==> src/rcp_ram.sv <==
`default_nettype none

module rcp_ram #(
    parameter int WIDTH = 8,
    parameter int DEPTH = 16
) (
    input  wire logic                                 clk,
    input  wire logic                                 we,
    input  wire logic [(DEPTH > 1 ? $clog2(DEPTH) : 1)-1:0] waddr,
    input  wire logic [WIDTH-1:0]                     wdata,
    input  wire logic [(DEPTH > 1 ? $clog2(DEPTH) : 1)-1:0] raddr,
    output logic      [WIDTH-1:0]                     rdata
);

    logic [WIDTH-1:0] mem [DEPTH];

    always_ff @(posedge clk)
    begin
        if (we)
        begin
            mem[waddr] <= wdata;
        end
        rdata <= mem[raddr];
    end

endmodule

`default_nettype wire

==> config.mk <==
export PLATFORM = sky130hd
export DESIGN_NAME = rcp_ram
export DESIGN_NICKNAME = d
export VERILOG_FILES = /design/src/rcp_ram.sv
export SDC_FILE = /design/constraint.sdc
export NUM_CORES = 1
export LEC_CHECK = 0
export BUFFER_PORTS_ARGS = -buffer_cell sky130_fd_sc_hd__clkbuf_2
export CAP_MARGIN = 10
export CORE_MARGIN = 1
export CORE_UTILIZATION = 55
export DETAILED_ROUTE_END_ITERATION = 7
export MAX_ROUTING_LAYER = met4
export PLACE_DENSITY = 0.81
export SLEW_MARGIN = 40
export SYNTH_ARGS = -nofsm -noshare
export SYNTH_HDL_FRONTEND = slang
export SYNTH_SLANG_ARGS = --single-unit
==> constraint.sdc <==
create_clock -name clk -period 4.9 [get_ports clk]
set_input_delay 0.245 -clock clk [delete_from_list [all_inputs] [get_ports clk]]
set_output_delay 0.245 -clock clk [all_outputs]
set_load 0.05 [all_outputs]
==> impl_metrics.json <==
{
  "status": "finished clean",
  "total_power_mw": 2.826,
  "initial_utilization_pct": 57.89,
  "clock-sinks": 136,
  "clkTransAtPathRegs_ns": 0.06,
  "top_level_ports": 26,
  "detail_route.wl_per_cell_um": 24.75,
  "htreeDepth": 4,
  "postCtsSetupRepairBufs": 0,
  "p_comb_share_pct": 5.0,
  "fin_worst_skew_ns": 0.003550,
  "power_density_nw_per_um2": 469.5,
  "fp-row-count": 34,
  "layout-drive-gt1-share_pct": 29.75,
  "seqPwrFrac_pct": 46.3,
  "area_delta_synth_final_pct": 16.92,
  "cp_max_fo": 32,
  "final.period_utilization_pct": 29.66,
  "grt_pass1_vias": 2419,
  "cp.arrival_ns": 1.83,
  "drv_cap": 0,
  "grt_util_all_layers_pct": 22.67,
  "antenna_cells": 0,
  "swShare_pct": 19.68,
  "die_w_um": 98.74,
  "fmax_mhz": 688.1,
  "tns_ns": 0,
  "hold_buffers": 0,
  "worst_pin_slew_ns": 0.8275,
  "drv_slew": 0,
  "synth-seq-area-share_pct": 77.78,
  "antenna_found_initial": 0,
  "grt_max_degree": 33,
  "busiest_layer": "met2",
  "hold_viol": 0,
  "endpoint_kind": "flop",
  "cts_tree": "yes",
  "port_buffers": 25,
  "gr-usage-met3_pct": 6.028,
  "r2r-start": "mem[1][1]$_DFFE_PP_",
  "crit_type": "primary input to flop",
  "internal_power_mw": 2.270,
  "dr_total_vias": 2371,
  "path_depth": 5,
  "syn_area_um2": 5147,
  "overflow": 0,
  "critPathLaunch": "raddr[0]",
  "ctsResizeCount": 0,
  "grt_use_met2_pct": 34.43,
  "min_path_type": "primary input to flop",
  "reg2reg_slack_ns": 3.51,
  "worst-path-buf-inv": 2,
  "ant_nets": 0,
  "cp_cell_sequence": "clkbuf_2 > buf_4 > mux4_1 > a22oi_1 > nand2_1",
  "slowest_delay_ns": 0.64,
  "die_y_um": 98.74,
  "max_slew_margin_pct": 44.63,
  "drcViolationCount": 0,
  "drt_iter0_drc": 293,
  "yosys_warnings": 0,
  "use_met1_pct": 30.28,
  "avgSynthCellArea_um2": 22.48,
  "reg2reg_depth": 3,
  "cp.required_ns": 5.28,
  "final_nets": 284,
  "timing.rr.end": "rdata[1]$_DFF_P_",
  "slowest_stage": "mux4_1",
  "p_leak_nw": 2.031,
  "finalSetupViolCount": 0,
  "cts-root-buf": "clkbuf_8",
  "cts_buffers": 17,
  "gp_congestion": 0.7619,
  "synth.distinct_cells": 19,
  "crit_end": "rdata[2]$_DFF_P_",
  "place.detailed.hpwl_um": 5740,
  "clk_latency_ns": 0.51,
  "max-vdd-ir-drop_v": 0.0002765,
  "rsz0062_at_grt": "no",
  "worstSetupStartpointType": "primary input",
  "syn_nets": 247,
  "power.share.clock_pct": 48.7,
  "fillers": 527,
  "viasPerCell": 6.127,
  "critPathTopFamily": "multiplexers",
  "totalWireLength_um": 9577,
  "switchingPower_uw": 556.1,
  "synth-seq-cells": 136,
  "period_needed_ns": 1.453,
  "first_pass_iters": 4,
  "core_um2": 8891,
  "syn_inst": 229,
  "dieArea_um2": 9750,
  "cts_buffer_depth": 2,
  "grt_pass1_wl_um": 14750
}
[power groups by stage]
| stage | sequential, mW | clock (mW) | combinational [mW] |
|---|---|---|---|
| final | 1.31 | 1.38 | 0.141 |
| after global routing | 1.31 | 1.44 | 0.151 |
| after CTS | 1.31 | 1.39 | 0.141 |
| after detailed placement | 1.33 | 0 | 0.139 |
| after global placement | 1.33 | 0 | 0.134 |
| after floorplan | 1.36 | 0 | 0.0660 |
[metrics by stage]
stage               instance area, um2  hold slack, ns  setup WS [ns]  cells  utilization, %
global placement                  5349          0.6406          2.959    355           60.16
global route                      6018          0.1652          3.377    387           67.69
floorplan                         5147          0.3439          3.162    229               -
detailed placement                5354          0.6644          2.944    355           60.22
CTS                               6000          0.1292          3.423    387           67.48
finish                            6018          0.1560          3.447    387           67.69
[layout by cell type, fill, tap and decap left out, types with 2 or more instances in the layout]
master     Yosys  layout
edfxtp_1     128     128
nand3b_1       2       2
bufinv_16      0       6
nand2_1        9       9
clkinv_2       0       3
nand2b_1       2       2
clkinv_1       0       3
buf_4          1       3
a22oi_1       16      16
clkbuf_16      0      16
nor2_2         0       5
mux4_2        18      18
nor2_1        13       8
clkbuf_2       0      24
clkinv_4       0       2
mux4_1        14      14
nor3_1         4       2
dfxtp_1        8       8
[sequential cells by signal, summed over array words and instances (netlist names)]
register and flops:
rdata 8, mem 128
[synthesized netlist by cell type]
library cell	n	share of area, %
edfxtp_1	128	75
mux4_2	18	7.9
a22oi_1	16	2.3
mux4_1	14	7.1
nor2_1	13	0.95
nand2_1	9	0.66
dfxtp_1	8	3.1
nor3_1	4	0.39
buf_2	3	0.29
buf_6	3	0.66
clkdlybuf4s25_2	3	0.58
nand2b_1	2	0.24
nand3b_1	2	0.29
and2_1	1	0.12
and2b_1	1	0.15
buf_4	1	0.15
nand3_1	1	0.097
nor2b_1	1	0.12
or3b_2	1	0.17
[cell type report]
| type | count | area [um2] | area share (%) |
|---|---|---|---|
| Tap cell | 108 | 135.1 | 2.245 |
| Multi-Input combinational cell | 83 | 1086 | 18.05 |
| Timing Repair Buffer | 28 | 147.6 | 2.453 |
| Sequential cell | 136 | 4004 | 66.53 |
| Clock inverter | 15 | 231.5 | 3.846 |
| Clock buffer | 17 | 414.1 | 6.881 |
[worst min path at each step]
stage | from | to | slack (ns) | depth (start not counted)
after floorplan | wdata[0] | mem[0][0]$_DFFE_PP_ | 0.34 | 0
final | wdata[2] | mem[3][2]$_DFFE_PP_ | 0.16 | 1
after global placement | wdata[2] | mem[3][2]$_DFFE_PP_ | 0.64 | 1
after global routing | wdata[2] | mem[3][2]$_DFFE_PP_ | 0.17 | 1
after detailed placement | mem[11][5]$_DFFE_PP_ | rdata[5]$_DFF_P_ | 0.66 | 3
after CTS | wdata[2] | mem[3][2]$_DFFE_PP_ | 0.13 | 1
[metal layers]
layer,share of wire [%],vias to the layer above,routed length [um]
met2,51,99,4875
met3,6.4,10,613
met4,1.1,0,110
li1,-,1047,-
met5,0,-,0
met1,42,1215,3978
[logic make-up after synthesis]
family                 after synthesis  share of synthesized area, %
flip-flops                         136                         77.78
AND/OR/NAND/NOR                     35                         3.184
AO/OA/AOI/OAI                       16                         2.334
buffers and inverters               10                         1.677
multiplexers                        32                         15.02
[worst reg2reg max path, stage by stage (launching register included)]
cell and delay [ns]:
edfxtp_1 0.39, mux4_1 0.51, a22oi_1 0.29, nand2_1 0.08
Power figures use the tool's default switching activity.
