==> config.mk <==
export PLATFORM = sky130hd
export DESIGN_NAME = rcp_div
export DESIGN_NICKNAME = d
export VERILOG_FILES = /design/src/rcp_pkg.sv /design/src/rcp_div.sv
export SDC_FILE = /design/constraint.sdc
export NUM_CORES = 1
export LEC_CHECK = 0
export ABC_CLOCK_PERIOD_IN_PS = 2520
export BUFFER_PORTS_ARGS = -buffer_cell sky130_fd_sc_hd__buf_2
export CAP_MARGIN = 20
export CORE_MARGIN = 1
export CORE_UTILIZATION = 51
export CTS_BUF_LIST = sky130_fd_sc_hd__clkbuf_8
export CTS_CLUSTER_SIZE = 10
export DETAILED_ROUTE_END_ITERATION = 10
export GPL_TIMING_DRIVEN = 0
export PLACE_DENSITY = 0.88
export SYNTH_ARGS = -nofsm -noshare
export SYNTH_HDL_FRONTEND = slang
export SYNTH_SLANG_ARGS = --single-unit
==> constraint.sdc <==
create_clock -name clk -period 2.52 [get_ports clk]
set_clock_uncertainty 0.2 [all_clocks]
set_input_delay 0.126 -clock clk [delete_from_list [all_inputs] [get_ports clk]]
set_output_delay 0.126 -clock clk [all_outputs]
set_load 0.02 [all_outputs]
==> src/rcp_pkg.sv <==
`default_nettype none

package rcp_pkg;

    localparam int WORD_W     = 32;
    localparam int GRID_W     = 11;
    localparam int COORD_W    = 10;
    localparam int STATUS_W   = 2;
    localparam int CFG_IDX_W  = 2;
    localparam int ITER_W     = 6;

    localparam logic [GRID_W-1:0] GRID_RESET = 11'd32;

    localparam logic OP_PICK  = 1'b0;
    localparam logic OP_CLEAR = 1'b1;

    localparam logic [STATUS_W-1:0] ST_PICKED    = 2'd0;
    localparam logic [STATUS_W-1:0] ST_CLEARED   = 2'd1;
    localparam logic [STATUS_W-1:0] ST_EXHAUSTED = 2'd2;

    localparam logic [CFG_IDX_W-1:0] REG_GRID_ROWS = 2'd0;
    localparam logic [CFG_IDX_W-1:0] REG_GRID_COLS = 2'd1;

    typedef enum logic [2:0] {
        S_SWEEP,
        S_IDLE,
        S_DIVK,
        S_RDK,
        S_RDL,
        S_WR,
        S_DIVC,
        S_OUT
    } rcp_state_t;

    typedef struct packed {
        logic              start;
        logic [ITER_W-1:0] iters;
    } rcp_div_ctl_t;

endpackage

`default_nettype wire

==> src/rcp_div.sv <==
`default_nettype none

// restoring divider, one quotient bit per cycle from the msb of the dividend
module rcp_div import rcp_pkg::*; #(
    parameter int DVW = 11
) (
    input  wire logic               clk,
    input  wire logic               rst_n,
    input  wire rcp_div_ctl_t       ctl,
    input  wire logic [WORD_W-1:0]  dividend,
    input  wire logic [DVW-1:0]     divisor,
    output logic                    done,
    output logic [WORD_W-1:0]       quotient,
    output logic [DVW-1:0]          remainder
);

    logic              busy_reg, busy_next;
    logic              done_reg, done_next;
    logic [ITER_W-1:0] cnt_reg, cnt_next;
    logic [DVW-1:0]    rem_reg, rem_next;
    logic [DVW-1:0]    dvs_reg, dvs_next;
    logic [WORD_W-1:0] dvd_reg, dvd_next;
    logic [WORD_W-1:0] quo_reg, quo_next;
    logic [DVW:0]      shifted;
    logic [DVW:0]      diff;
    logic              fits;

    always_comb
    begin
        shifted   = {rem_reg, dvd_reg[WORD_W-1]};
        diff      = shifted - {1'b0, dvs_reg};
        fits      = shifted >= {1'b0, dvs_reg};
        busy_next = busy_reg;
        done_next = 1'b0;
        cnt_next  = cnt_reg;
        rem_next  = rem_reg;
        dvs_next  = dvs_reg;
        dvd_next  = dvd_reg;
        quo_next  = quo_reg;
        if (ctl.start)
        begin
            busy_next = 1'b1;
            cnt_next  = ctl.iters;
            rem_next  = '0;
            dvs_next  = divisor;
            dvd_next  = dividend;
            quo_next  = '0;
        end
        else if (busy_reg)
        begin
            rem_next = fits ? diff[DVW-1:0] : shifted[DVW-1:0];
            quo_next = {quo_reg[WORD_W-2:0], fits};
            dvd_next = {dvd_reg[WORD_W-2:0], 1'b0};
            cnt_next = cnt_reg - ITER_W'(1);
            if (cnt_reg == ITER_W'(1))
            begin
                busy_next = 1'b0;
                done_next = 1'b1;
            end
        end
    end

    always_ff @(posedge clk or negedge rst_n)
    begin
        if (!rst_n)
        begin
            busy_reg <= 1'b0;
            done_reg <= 1'b0;
            cnt_reg  <= '0;
        end
        else
        begin
            busy_reg <= busy_next;
            done_reg <= done_next;
            cnt_reg  <= cnt_next;
        end
    end

    always_ff @(posedge clk)
    begin
        rem_reg <= rem_next;
        dvs_reg <= dvs_next;
        dvd_reg <= dvd_next;
        quo_reg <= quo_next;
    end

    assign done      = done_reg;
    assign quotient  = quo_reg;
    assign remainder = rem_reg;

`ifndef NO_ASSERTIONS
    a_start_idle: assert property (@(posedge clk) disable iff (!rst_n)
        ctl.start |-> !busy_reg)
        else $error("divider started while busy");
    a_done_after_busy: assert property (@(posedge clk) disable iff (!rst_n)
        done_reg |-> ($past(busy_reg) && !busy_reg))
        else $error("divider done without a finished run");
`endif

endmodule

`default_nettype wire

==> summary.txt, run 1 <==
Status - finished, violations left
Failing checks - negative setup slack
Total track usage - 0.242
Synth Warn # - 0
CTS tree - yes
Netlist cell types - 48
Final period util - 1.00
RePlAce Congestion - 0.817
Maximum VDD drop - 0.465 mV
Worst EP required - 2.59 ns
Root Buffer - clkbuf_8
Placed inst area - 4890 um^2
Top-Level Pins - 96
CTS H-tree depth - 3
Clock slew at reported path FFs - 0.09 ns
DR top layer - met4
First-pass GRT wire length - 16000 um
Residual DRC - 0
Setup_tns - -0.00156 ns
DRT iter0 DRCs - 129
Clock Tree Buf Depth - 2
Post-route ant nets - 0
Initial antenna violation count - 0
Initial Utilization - 0.524
Routed wl met2 - 5380 um
Via count - 3488
Layout Cell Area excl Fill - 5720 um^2
Slew Limit Fails - 0
Cell Rows - 33
Post-Syn Nets - 441
CTS sink count - 94
Sequential element share of the synthesized area - 0.549
Wl on met1 - 4380 um
Lkg Pwr - 2.67 nW
Crit Path Class - reg -> reg
Vias per cell - 5.37
Max-cap viol count - 0
Min Tclk post-route - 2.52 ns
RSZ-0062 raised after global routing - yes
Area growth from synthesis to layout - 33.4%
Number of synthesized flops with an enable pin - 43
Die Ht - 93.7 um
Dpl hpwl - 6540 um
Routed wire length - 10500 um
Critical Path Source Type - register
Synth async-reset ratio - 0.0851
Share of cells above drive strength 1 - 0.313
Critical path endpoint category - register
Max Clock Freq - 397 MHz
Nets - 605
Slew @ Worst Pin - 0.677 ns
Pwr dens - 764 nW/um^2
N_diodes - 0
Placeable Area - 8180 um^2
Post-synthesis cell area - 4280 um^2
Die W - 93.7 um
Clock buffer count from CTS - 9
Remaining Overflow, GRT - 0
Vias in the first global route - 3447
Port-buffer cells - 95
Register-to-register setup slack - -0.002 ns
Slew margin rel. - 0.549
Syn avg cell area - 11.4 um^2
Gate Count Post-Synth - 375
Commonest register cell after synthesis - edfxtp_1
Final Power - 4.37 mW
First-pass detailed-route iteration total - 4
Filler instances - 587
Crit-path max FO - 8
Fin. Hold Viols - 0
Endpoints failing setup - 1
Worst Hold Class - in -> reg
WL met3 - 513 um
Die area - 8770 um^2
Average wire per standard cell - 16.2 um
Clk_lat worst skew - 0.37 ns
Largest net degree at the start of global routing - 33
Critical path data arrival time - 2.59 ns
FF+latch count, synth - 94
Final Worst Setup Slack - -0.00156 ns
[layout make-up]
class | count | area, um^2 | area share
flip-flops and latches | 94 | 2350 | 0.412
multi-input cells | 242 | 1840 | 0.322
repair buffers | 152 | 1040 | 0.181
clock buffers | 10 | 138 | 0.0241
well taps | 105 | 131 | 0.0230
plain buffers | 21 | 97.6 | 0.0171
inverters | 18 | 71.3 | 0.0125
clock inverters | 6 | 42.5 | 0.00744
repair inverters | 1 | 7.51 | 0.00131
[worst paths after layout]
path,startpoint,end,cells after the start
max,dvd_reg[31]$_DFFE_PP_,remainder[1]$_SDFFE_PP0P_,9
min,divisor[7],dvs_reg[7]$_DFFE_PP_,2
max reg2reg,dvd_reg[31]$_DFFE_PP_,remainder[1]$_SDFFE_PP0P_,9
min reg2reg,quotient[31]$_SDFFE_PP0P_,quotient[31]$_SDFFE_PP0P_,2
max in group asynchronous,rst_n,cnt_reg[5]$_DFFE_PN0P_,3
min in group asynchronous,rst_n,cnt_reg[3]$_DFFE_PN0P_,3
[power breakdown]
group / switching (mW) / internal, mW / leakage [nW] / total (mW)
sequential: 0.149 / 1.80 / 0.891 / 1.95
clock: 0.560 / 0.392 / 0.0974 / 0.953
combinational: 0.818 / 0.653 / 1.68 / 1.47
[worst max-delay path, stage by stage (launching register included)]
cell      delay [ns]
edfxtp_1        0.42
inv_2           0.09
ha_4            0.13
fa_2            0.20
nand2b_4        0.15
a21oi_4         0.06
o211a_1         0.26
o2111a_2        0.32
or4_1           0.51
o311ai_1        0.09
[Yosys cell counts (10+ instances only)]
cell      count  area (um^2)
nor2_1       50          188
dfxtp_1      43          861
edfxtp_1     43         1290
mux2_2       31          349
mux2i_1      31          310
o21ai_0      19         95.1
inv_1        18         67.6
nand2_1      14         52.6
ha_1         13          163
clkbuf_1     12         45.0
a21oi_1      10         50.1
[timing repair]
item                       CTS  global route
hold buffers                53             0
gates resized for setup      9            14
gates cloned                 0             1
hold endpoints to repair    68             0
setup endpoints to repair   44            44
pin swaps                    1             5
setup buffers                1             3
[layer usage]
metal,vias up,GRT usage
met2,98,0.425
met5,-,0
met1,1686,0.284
met4,0,0.0936
li1,1685,-
met3,19,0.0591
[cell usage in the layout, fill, tap and decap left out, types with 9 or more instances in the layout]
| master | Yosys | layout |
|---|---|---|
| buf_2 | 5 | 99 |
| dlygate4sd3_1 | 0 | 53 |
| nor2_1 | 50 | 49 |
| edfxtp_1 | 43 | 43 |
| dfxtp_1 | 43 | 42 |
| mux2_2 | 31 | 31 |
| mux2i_1 | 31 | 31 |
| o21ai_0 | 19 | 18 |
| inv_1 | 18 | 16 |
| nand2_1 | 14 | 14 |
| ha_1 | 13 | 12 |
| clkbuf_8 | 0 | 10 |
| clkbuf_1 | 12 | 9 |
[kinds of logic after synthesis]
family / after synthesis / synth area share
AO/OA/AOI/OAI: 64 / 0.102
buffers and inverters: 39 / 0.0356
multiplexers: 62 / 0.154
flip-flops: 94 / 0.549
XOR/XNOR: 10 / 0.0204
AND/OR/NAND/NOR: 92 / 0.0964
adder cells (fa/ha/maj): 14 / 0.0426
[stage by stage]
| step | cells | util | setup slack [ns] | hold slack, ns |
|---|---|---|---|---|
| 5_1_grt | 649 | 0.699 | -0.0808 | 0.260 |
| 6_report | 649 | 0.699 | -0.00156 | 0.264 |
| 3_3_place_gp | 575 | 0.598 | -0.522 | -0.226 |
| 3_5_place_dp | 575 | 0.598 | -0.552 | -0.218 |
| 4_1_cts | 645 | 0.689 | 0.0165 | 0.255 |
| 2_1_floorplan | 375 | - | 0.0448 | -0.370 |
Note: power is estimated with default switching activity, not from simulation.
==> run 2, diff against run 1 <==
- CORE_UTILIZATION: 51 -> 40
- CTS_CLUSTER_DIAMETER: not set -> 150
- PLACE_DENSITY: 0.88 -> 0.73
==> run 2 against run 1 <==
Effect of this change:
- the run still ends with negative setup slack left
- die area grew 27%
- total power up 7.0%
- fmax down 3.5%
- critical path depth grew 1
- via count barely moved
- first-iteration DRC count grew 36%
- worst setup slack got worse by 0.091 ns
- global-route usage decreased by 5.5 points
- sequential share of layout area shrank 1.3 points
==> summary.txt, run 2 (same netlist as run 1, synthesis figures left out) <==
Status - finished, violations left
Failing checks - negative setup slack
Int Pwr - 3.14 mW
Vias per cell - 5.10
RePlAce Congestion - 0.835
Residual DRC - 0
Die W - 105 um
Clk_lat worst skew - 0.36 ns
Max Clock Freq - 383 MHz
Vias in the first global route - 3522
Final Power - 4.68 mW
Cell Rows - 37
Top-Level Pins - 96
Initial antenna violation count - 0
Slew @ Worst Pin - 0.688 ns
CP Launch Point - dvd_reg[31]$_DFFE_PP_
Endpoints failing setup - 8
Remaining Overflow, GRT - 0
Reg2Reg Launch Point - dvd_reg[31]$_DFFE_PP_
Total track usage - 0.186
Critical path endpoint category - register
Placeable Area - 10400 um^2
Slew margin rel. - 0.541
Post-route ant nets - 0
DRT iter0 DRCs - 175
Critical Path Source Type - register
Die area - 11100 um^2
Largest net degree at the start of global routing - 17
Hold wc startpoint - divisor[2]
Cell Chain, Critical Path - inv_1, ha_2, fa_2, nand2b_4, a21oi_4, o211a_1, o2111ai_2, buf_6, a21o_1, a311oi_2
Port-buffer cells - 95
Initial Utilization - 0.413
Pwr dens - 792 nW/um^2
Dpl hpwl - 6630 um
Fin. Hold Viols - 0
Most frequent cells in the layout - buf_2, dlygate4sd3_1, nor2_1
Average wire per standard cell - 15.1 um
Slew Limit Fails - 0
Worst Hold Class - in -> reg
First-pass GRT wire length - 16300 um
Max-cap viol count - 0
Clock Tree Buf Depth - 2
Lkg Pwr - 2.77 nW
Share of cells above drive strength 1 - 0.319
Routed wire length - 10300 um
Slowest stage delay, CP - 0.39 ns
N_diodes - 0
Crit Path Class - reg -> reg
CTS H-tree depth - 3
Logic pwr share - 0.332
CTS sink count - 94
Slowest CP cell - fa_2
Commonest non-fill, non-tap cell in the layout - buf_2
Maximum VDD drop - 0.361 mV
Worst EP required - 2.58 ns
Switch share - 0.328
RSZ-0062 raised after global routing - yes
Clock buffer count from CTS - 9
Clk pwr share - 0.252
Sw power - 1.54 mW
Nets - 609
Critical path data arrival time - 2.68 ns
First-pass detailed-route iteration total - 4
Area growth from synthesis to layout - 37.8%
Root Buffer - clkbuf_8
Clock slew at reported path FFs - 0.09 ns
Via count - 3489
Seq pwr share - 0.416
Final period util - 1.04
Die Ht - 105 um
CTS tree - yes
Filler instances - 872
Crit-path max FO - 5
Setup_tns - -0.451 ns
Final Worst Setup Slack - -0.0928 ns
Min Tclk post-route - 2.61 ns
run 2: power groups by stage:
stage	clock [mW]	combinational, mW	sequential [mW]
2_1_floorplan	0	0.848	2.03
4_1_cts	1.20	1.38	1.94
6_report	1.18	1.55	1.95
3_3_place_gp	0	1.24	1.96
3_5_place_dp	0	1.28	1.97
5_1_grt	1.26	1.68	1.97
run 2: cell type report:
type,count,area [um^2],area share
Tap cell,136,170,0.0288
Timing Repair Buffer,156,1090,0.184
Inverter,18,71.3,0.0121
Clock buffer,9,124,0.0210
Multi-Input combinational cell,243,1890,0.321
Sequential cell,94,2350,0.398
Clock inverter,7,113,0.0191
Buffer,21,93.8,0.0159
run 2: repair_timing:
action                     4_1_cts  5_1_grt
cloned                           1        0
setup endpoints to repair       44       34
hold endpoints to repair        64        0
resized for setup                6       18
hold buffers                    53        0
pin swaps                        1       10
buffers inserted                 4        3
run 2: worst max-delay path: cells and delay by family, from the launching register on:
family                     cells  cell delay, ns
AOI/OAI and AO/OA              5            0.98
DFF                            1            0.36
and+or+nand+nor                1            0.17
buffers and inverters          2            0.22
adders and majority gates      2            0.59
run 2: path summary, 6_finish.rpt:
path                                             endpoint  slack [ns]  cells after the start
worst max register to register  remainder[0]$_SDFFE_PP0P_       -0.09                     10
min in group asynchronous          cnt_reg[3]$_DFFE_PN0P_        0.52                      3
worst min register to register  quotient[31]$_SDFFE_PP0P_        0.31                      2
max in group asynchronous              busy_reg$_DFF_PN0_        1.33                      3
worst min-delay path                 dvs_reg[2]$_DFFE_PP_        0.27                      2
worst max-delay path            remainder[0]$_SDFFE_PP0P_       -0.09                     10
run 2: metal layers:
metal,vias up,share of wire,GRT usage
met4,0,0.019,0.0774
met1,1653,0.42,0.219
met2,120,0.50,0.318
met5,-,0,0
met3,20,0.062,0.0544
li1,1696,-,-
run 2: per-stage QoR:
step                      worst slack (ns)  hold slack [ns]  instances  cell area (um^2)  utilization
after global routing                -0.188            0.253        684              5900        0.569
after detailed placement            -0.413           -0.217        607              4940        0.477
after floorplan                     0.0448           -0.370        375              4280            -
after CTS                          0.00365            0.257        681              5780        0.558
final                              -0.0928            0.271        684              5900        0.569
after global placement              -0.588           -0.225        606              4930        0.475
==> run 3, diff against run 2 <==
- CELL_PAD_IN_SITES_DETAIL_PLACEMENT: not set -> 0
- CELL_PAD_IN_SITES_GLOBAL_PLACEMENT: not set -> 1
- PLACE_DENSITY: 0.73 -> 0.88
==> run 3 against run 2 <==
Effect of this change:
- the run now ends clean
- critical path depth did not move
- die area did not move
- cell count rose by 0.44%
- sequential power barely moved
- combinational power fell by 3%
- sequential share of layout area rose by 0.44 points
- worst hold slack got worse by 0.020 ns
- sequential cell count did not move
- critical endpoint is now remainder[1]$_SDFFE_PP0P_
- largest cell class unchanged
==> summary.txt, run 3 (same netlist as run 1, synthesis figures left out) <==
Slowest stage delay, CP - 0.41 ns
Maximum VDD drop - 0.316 mV
Pwr dens - 765 nW/um^2
CTS sink count - 94
Routed wire length - 10600 um
Top-Level Pins - 96
Total track usage - 0.196
Max-cap viol count - 0
Status - finished clean
Cell Chain, Critical Path - inv_2, ha_4, fa_2, nand2b_4, a21oi_4, o211a_1, o2111a_2, buf_4, or4_1, o311ai_2
Worst Hold Class - in -> reg
Critical path data arrival time - 2.57 ns
RSZ-0062 raised after global routing - yes
Fin. Hold Viols - 0
Worst EP required - 2.60 ns
Vias in the first global route - 3510
Average wire per standard cell - 15.4 um
CTS tree - yes
Post-route ant nets - 0
Sequential standard cell area - 2350 um^2
Largest net degree at the start of global routing - 19
Endpoints failing setup - 0
Residual DRC - 0
Die area - 11100 um^2
Slew @ Worst Pin - 0.688 ns
Crit Path Class - reg -> reg
Filler instances - 917
Final Power - 4.47 mW
Final Worst Setup Slack - 0.0316 ns
Placeable Area - 10400 um^2
Nets - 612
Crit path buf inv count - 2
Min Tclk post-route - 2.49 ns
Share of cells above drive strength 1 - 0.323
Port-buffer cells - 95
First-pass detailed-route iteration total - 4
Slew Limit Fails - 0
CP delay by family, top - compound AO/OA/AOI/OAI gates
Lkg Pwr - 2.71 nW
Dpl hpwl - 6550 um
Root Buffer - clkbuf_8
Die Ht - 105 um
RePlAce Congestion - 0.816
Critical path endpoint category - register
Slowest CP cell - edfxtp_1
Final period util - 0.987
Critical Path Source Type - register
Via count - 3448
Cell Rows - 37
Setup WS pre-CTS - -0.598 ns
Crit-path max FO - 5
Clock buffer count from CTS - 9
Max Clock Freq - 402 MHz
Remaining Overflow, GRT - 0
Multi-input logic area - 1860 um^2
Area growth from synthesis to layout - 36.3%
Vias per cell - 5.02
Most frequent cells in the layout - buf_2, dlygate4sd3_1, nor2_1
Slew margin rel. - 0.541
Clock Tree Buf Depth - 2
N_diodes - 0
First-pass GRT wire length - 16900 um
Clk_lat worst skew - 0.37 ns
CTS H-tree depth - 3
Initial antenna violation count - 0
Die W - 105 um
Commonest non-fill, non-tap cell in the layout - buf_2
Core Util, Final - 0.563
Initial Utilization - 0.413
Clock slew at reported path FFs - 0.11 ns
DRT iter0 DRCs - 184
[run 3: timing repair]
action	in CTS	in global routing
endpoints found under the hold margin	68	0
resized for setup	11	12
gates cloned	1	0
setup endpoints to repair	42	37
pin swaps	4	9
setup buffers	11	0
hold buffers	53	0
[run 3: per-stage QoR]
step	TNS, ns	std cells	area (um^2)	hold slack (ns)
6_report	0	687	5840	0.250
5_1_grt	-0.509	687	5840	0.256
4_1_cts	-0.00365	687	5790	0.241
3_5_place_dp	-19.30	606	4930	-0.223
3_3_place_gp	-17.17	606	4930	-0.224
2_1_floorplan	0	375	4280	-0.370
[run 3: final timing paths]
path	from	endpoint	slack, ns	depth (start not counted)
setup / recovery	dvd_reg[31]$_DFFE_PP_	remainder[1]$_SDFFE_PP0P_	0.03	10
hold / removal	divisor[2]	dvs_reg[2]$_DFFE_PP_	0.25	2
setup reg to reg	dvd_reg[31]$_DFFE_PP_	remainder[1]$_SDFFE_PP0P_	0.03	10
hold reg to reg	quotient[31]$_SDFFE_PP0P_	quotient[31]$_SDFFE_PP0P_	0.31	2
max in group asynchronous	rst_n	busy_reg$_DFF_PN0_	1.31	3
min in group asynchronous	rst_n	cnt_reg[4]$_DFFE_PN0P_	0.53	3
[run 3: final cells by class]
type	instances	share of cell area
tap	136	0.0291
clock buffer	10	0.0236
multi-input combinational	242	0.318
clock inverter	6	0.0105
sequential	94	0.403
buffer	21	0.0163
inverter	18	0.0122
timing repair buffer	159	0.186
timing repair inverter	1	0.00129
[run 3: worst register-to-register path: stages (launching register included)]
cell      delay, ns
edfxtp_1       0.41
inv_2          0.08
ha_4           0.13
fa_2           0.20
nand2b_4       0.15
a21oi_4        0.05
o211a_1        0.25
o2111a_2       0.30
buf_4          0.14
or4_1          0.41
o311ai_2       0.08
[run 3: per-layer routing]
metal,GRT usage,routed length [um],up-vias
li1,-,-,1699
met1,0.224,4400,1641
met2,0.351,5420,91
met3,0.0482,559,17
met4,0.0734,214,0
met5,0,0,-
[run 3: power by group]
group,switching [mW],internal (mW)
combinational,0.830,0.666
sequential,0.147,1.79
clock,0.616,0.416
